--- src/design/kmp_ram.sv ---
// Simple dual-port RAM with one write port and one registered read port.
`timescale 1ns / 1ps
`default_nettype none
module kmp_ram #(
	parameter int WIDTH = 8,
	parameter int DEPTH = 256,
	parameter int AW = (DEPTH > 1) ? $clog2(DEPTH) : 1
) (
	input  wire logic             clk,
	input  wire logic             we,
	input  wire logic [AW-1:0]    waddr,
	input  wire logic [WIDTH-1:0] wdata,
	input  wire logic [AW-1:0]    raddr,
	output logic      [WIDTH-1:0] rdata
);
	logic [WIDTH-1:0] mem [DEPTH];

	always_ff @(posedge clk) begin
		if (we) begin
			mem[waddr] <= wdata;
		end
	end

	always_ff @(posedge clk) begin
		rdata <= mem[raddr];
	end
endmodule
`default_nettype wire

--- config.mk ---
export PLATFORM = sky130hd
export DESIGN_NAME = kmp_ram
export DESIGN_NICKNAME = d
export VERILOG_FILES = /design/src/design/kmp_ram.sv
export SDC_FILE = /design/constraint.sdc
export NUM_CORES = 2
export LEC_CHECK = 0
export BUFFER_PORTS_ARGS = -buffer_cell sky130_fd_sc_hd__buf_2
export CAP_MARGIN = 10
export CORE_MARGIN = 1.5
export CORE_UTILIZATION = 40
export CTS_BUF_LIST = sky130_fd_sc_hd__clkbuf_4 sky130_fd_sc_hd__clkbuf_8
export CTS_CLUSTER_DIAMETER = 60
export DETAILED_ROUTE_END_ITERATION = 6
export PLACE_DENSITY = 0.51
export SLEW_MARGIN = 20
export SYNTH_ARGS = -nofsm -noshare
export SYNTH_HDL_FRONTEND = slang
export SYNTH_SLANG_ARGS = --single-unit
--- constraint.sdc ---
create_clock -name clk -period 4.4 [get_ports clk]
set_input_delay 0.88 -clock clk [delete_from_list [all_inputs] [get_ports clk]]
set_output_delay 0.88 -clock clk [all_outputs]
set_load 0.05 [all_outputs]
**Word level (Yosys, flattened, before mapping)**

Memory sizes are Yosys's and may differ from the RTL's. A register that Yosys moved wholly into a read port is not among the register bits.
Cells that the tools add are included.
Widths: inputs -> output; s select.

- Register bits: 0
- Bits in latches: 0
- Bits in writable memories: 2048
- ROM bits: 0
- Input bits: 26
- Memories kept: 1

- $add $sub $neg: 0
- Multiply operators: 0
- Divide/modulo/power cells: 0
- Order comparisons: 0
- Equality and inequality tests: 0
- Shift operators: 0
- Mux-type cells: 2
- Bitwise gates (word level): 0
- Reduce and logical (&&, ||, !) cells: 0

Memories:

| memory | depth | width | rd ports | clocked after Yosys merged registers in | wr ports | RTL line | text |
|---|---|---|---|---|---|---|---|
| mem | 256 | 8 | 1 | 1 | 1 | 16 | `logic [WIDTH-1:0] mem [DEPTH];` |

Operators by type and width:

| cell | count |
|---|---|
| $mux 1 | 2 |

**Longest topological paths before layout**

- Word-level depth: 2
- Gate-level depth with buffers: 11
- Depth with buffers taken out: 6

**Least setup slack after synthesis**

Ideal clock, no wire load.

- Kind: input -> register
- Start: input port raddr[0]
- End: register rdata[2], read port of mem
- Setup time: 0.131 ns
- Data arrival time: 2.687 ns
- Data required time: 4.269 ns
- Setup slack: 1.582 ns
- Stages on the path: 9
- Buffers on the path: 4
- Path through: buf_6 > buf_12 > buf_8 > buf_2 > mux4_2 > a22oi_1 > a21oi_1 > nor4_1 > nor4_2

RTL lines:

| item | RTL line | text |
|---|---|---|
| from (decl) | 13 | `input wire logic [AW-1:0] raddr,` |
| to (decl) | 14 | `output logic [WIDTH-1:0] rdata` |

==> qor.txt <==
Hold Path End - mem[201][5]$_DFFE_PP_
RePlAce Congestion - 0.793
Max Clk Rate - 306 MHz
Num CTS Buffers - 357
RR Startpoint - mem[83][2]$_DFFE_PP_
Final Hold Vio Count - 0
DR vias - 39800
First-pass GRT wire length - 305000 µm
Mapped Area - 0.0796 mm²
Area grow syn2layout - 14.5%
Detail Placement HPWL - 132000 µm
Commonest non-fill, non-tap cell in the layout - edfxtp_1
Placed standard-cell area - 0.0846 mm²
Vias in the first global route - 41000
Mean Syn Cell Area - 21.3 µm²
Core Util, Final - 46.2%
Crit path max fanout - 47
Post-CTS Setup Bufs - 0
Maximum vdd ir drop - 0.244 mV
Final setup margin - 1.13 ns
Yosys warns - 0
CTS tree - built
Rel. slew slack - 25.3%
DRT Wirelength - 213000 µm
FP Rows - 163
Clock Tree Buf Depth - 4
Run status - completed
Syn nets - 3759
Chip width - 449 µm
Htree depth - 5
Sequential-to-total area share from yosys stat - 77.5%
Hold Crit Class - input pin to flip-flop
Worst-Margin Slew - 1.12 ns
Worst EP required - 5.25 ns
Syn Inst Count - 3733
Nets@finish - 4216
Asr flop ratio synth - 0%
Post-route cell area - 0.0911 mm²
Period utilization - 74.2%
Gr usage total - 21.0%
Maxcap violations - 0
Unrepaired setup endpoints after global routing - no
CTS root buffer - clkbuf_8
I/O Buffers - 33
DRT antenna net count - 0
GRT overflow - 0
Unique cell type count in the Yosys netlist - 55
R2R depth - 6
Hold path start - wdata[5]
Core footprint - 0.197 mm²
Commonest cells after routing, fill and taps aside - edfxtp_1 (2048), mux4_2 (454), clkbuf_8 (370)
Initial antenna violation count - 10
Clock latency on the worst-skew pair - 1.04 ns
Hold Path Depth - 1
Clock Skew - 0.0621 ns
Data arrival time of the worst path - 4.12 ns
I/O pin cnt - 34
DRC viols - 0
Worst-path clk slew - 0.06 ns
Via/cell ratio - 5.61
Hold bufs inserted after CTS - 0
Initial Util - 40.3%
Sink Count - 2056
PostCTS Resize Cnt - 0
Final setup viols - 0
DR WL/cell - 30.0 µm
Ys flop type - edfxtp_1
Total chip power - 40100 µW
Number of synthesized flops with an enable pin - 2048
CP Launch Type - input pin
Die Ht - 449 µm
Drt first pass iters - 5
Cell Pwr Density - 440 mW/mm²
DIE AREA - 0.202 mm²
Max-slew violations - 0
Setup CP Type - input pin to flip-flop
Detailed Route Iter0 Violations - 3760
Place WS - 0.120 ns
Share of cells above drive strength 1 - 30.2%
Reg2Reg Setup Slack - 1.44 ns
Largest net degree at the start of global routing - 126
Yosys reg bits - 2056
Nature of the critical path endpoint - flip-flop
Reg-to-reg endpoint - rdata[2]$_DFF_P_
Lkg Pwr - 0.0286 µW
Final min period - 3.27 ns
[layer usage]
layer	wire, µm	global-route usage, %	vias to the layer above	part of all wire, %
met4	5200	6.22	2	2.4
met1	92700	29.4	21500	44
li1	-	-	16700	-
met3	11700	3.55	322	5.5
met2	103000	33.7	1297	48
met5	13	0	-	0.0061
[kinds of logic (layout without fill, tap and decap cells)]
group | Yosys count | in the layout | synth area share (%)
compound gates | 385 | 385 | 3.42
buf+inv | 235 | 940 | 1.83
flops | 2056 | 2056 | 77.5
mux | 591 | 591 | 14.6
other cells | 0 | 5 | 0
simple gates | 466 | 466 | 2.63
[worst max-delay path, stage by stage]
cell and delay (ns):
buf_8 0.26, buf_12 0.37, mux4_2 0.55, nor2b_1 0.14
a211oi_1 0.54, nor2_1 0.19, nor4_1 0.78, buf_4 0.26
nor4_2 0.05
[Yosys cell counts (16+ instances only)]
cell type	number	area (µm²)
edfxtp_1	2048	61500
mux4_2	454	10200
nor2_1	282	1060
mux2i_1	134	1340
a22oi_1	133	998
clkbuf_1	111	417
a21oi_1	96	480
o221ai_1	46	403
nand3_1	34	170
nand2_1	33	124
buf_2	31	155
nor2b_1	31	194
o22ai_1	28	175
buf_4	27	203
nor4_1	24	150
buf_1	22	82.6
nor3_1	22	110
buf_6	21	236
a211oi_1	16	120
[flip-flops by register name (all words and copies together) (netlist names)]
signal / count
rdata: 8
mem: 2048
[power breakdown]
group / switching (µW) / total, µW / internal (µW) / leakage, µW
logic: 1370 / 2100 / 732 / 0.00667
registers: 43.1 / 21600 / 21600 / 0.0185
clock network: 7510 / 16400 / 8880 / 0.00348
[through the flow]
step,TNS (ns),hold WS [ns],instances
floorplan,0,0.770,3733
global placement,-0.232,0.834,6471
detailed placement,0,0.870,6471
CTS,0,0.247,7078
global route,0,0.277,7083
finish,0,0.311,7083
[worst max path at each step]
stage | end | slack [ns] | from
floorplan | rdata[2]$_DFF_P_ | 1.58 | raddr[0]
global placement | rdata[7]$_DFF_P_ | -0.23 | raddr[0]
detailed placement | rdata[7]$_DFF_P_ | 0.12 | raddr[0]
CTS | rdata[7]$_DFF_P_ | 1.24 | raddr[0]
global route | rdata[2]$_DFF_P_ | 1.10 | raddr[0]
finish | rdata[2]$_DFF_P_ | 1.13 | raddr[0]
[final cells by class]
cell class	instances	area [µm²]
timing repair buffer	331	3030
fill	16700	106000
sequential	2056	61700
antenna	5	12.5
clock inverter	114	538
multi-input combinational	1442	16600
tap	2640	3300
clock buffer	493	6020
inverter	2	7.51
Power figures use the tool's default switching activity.
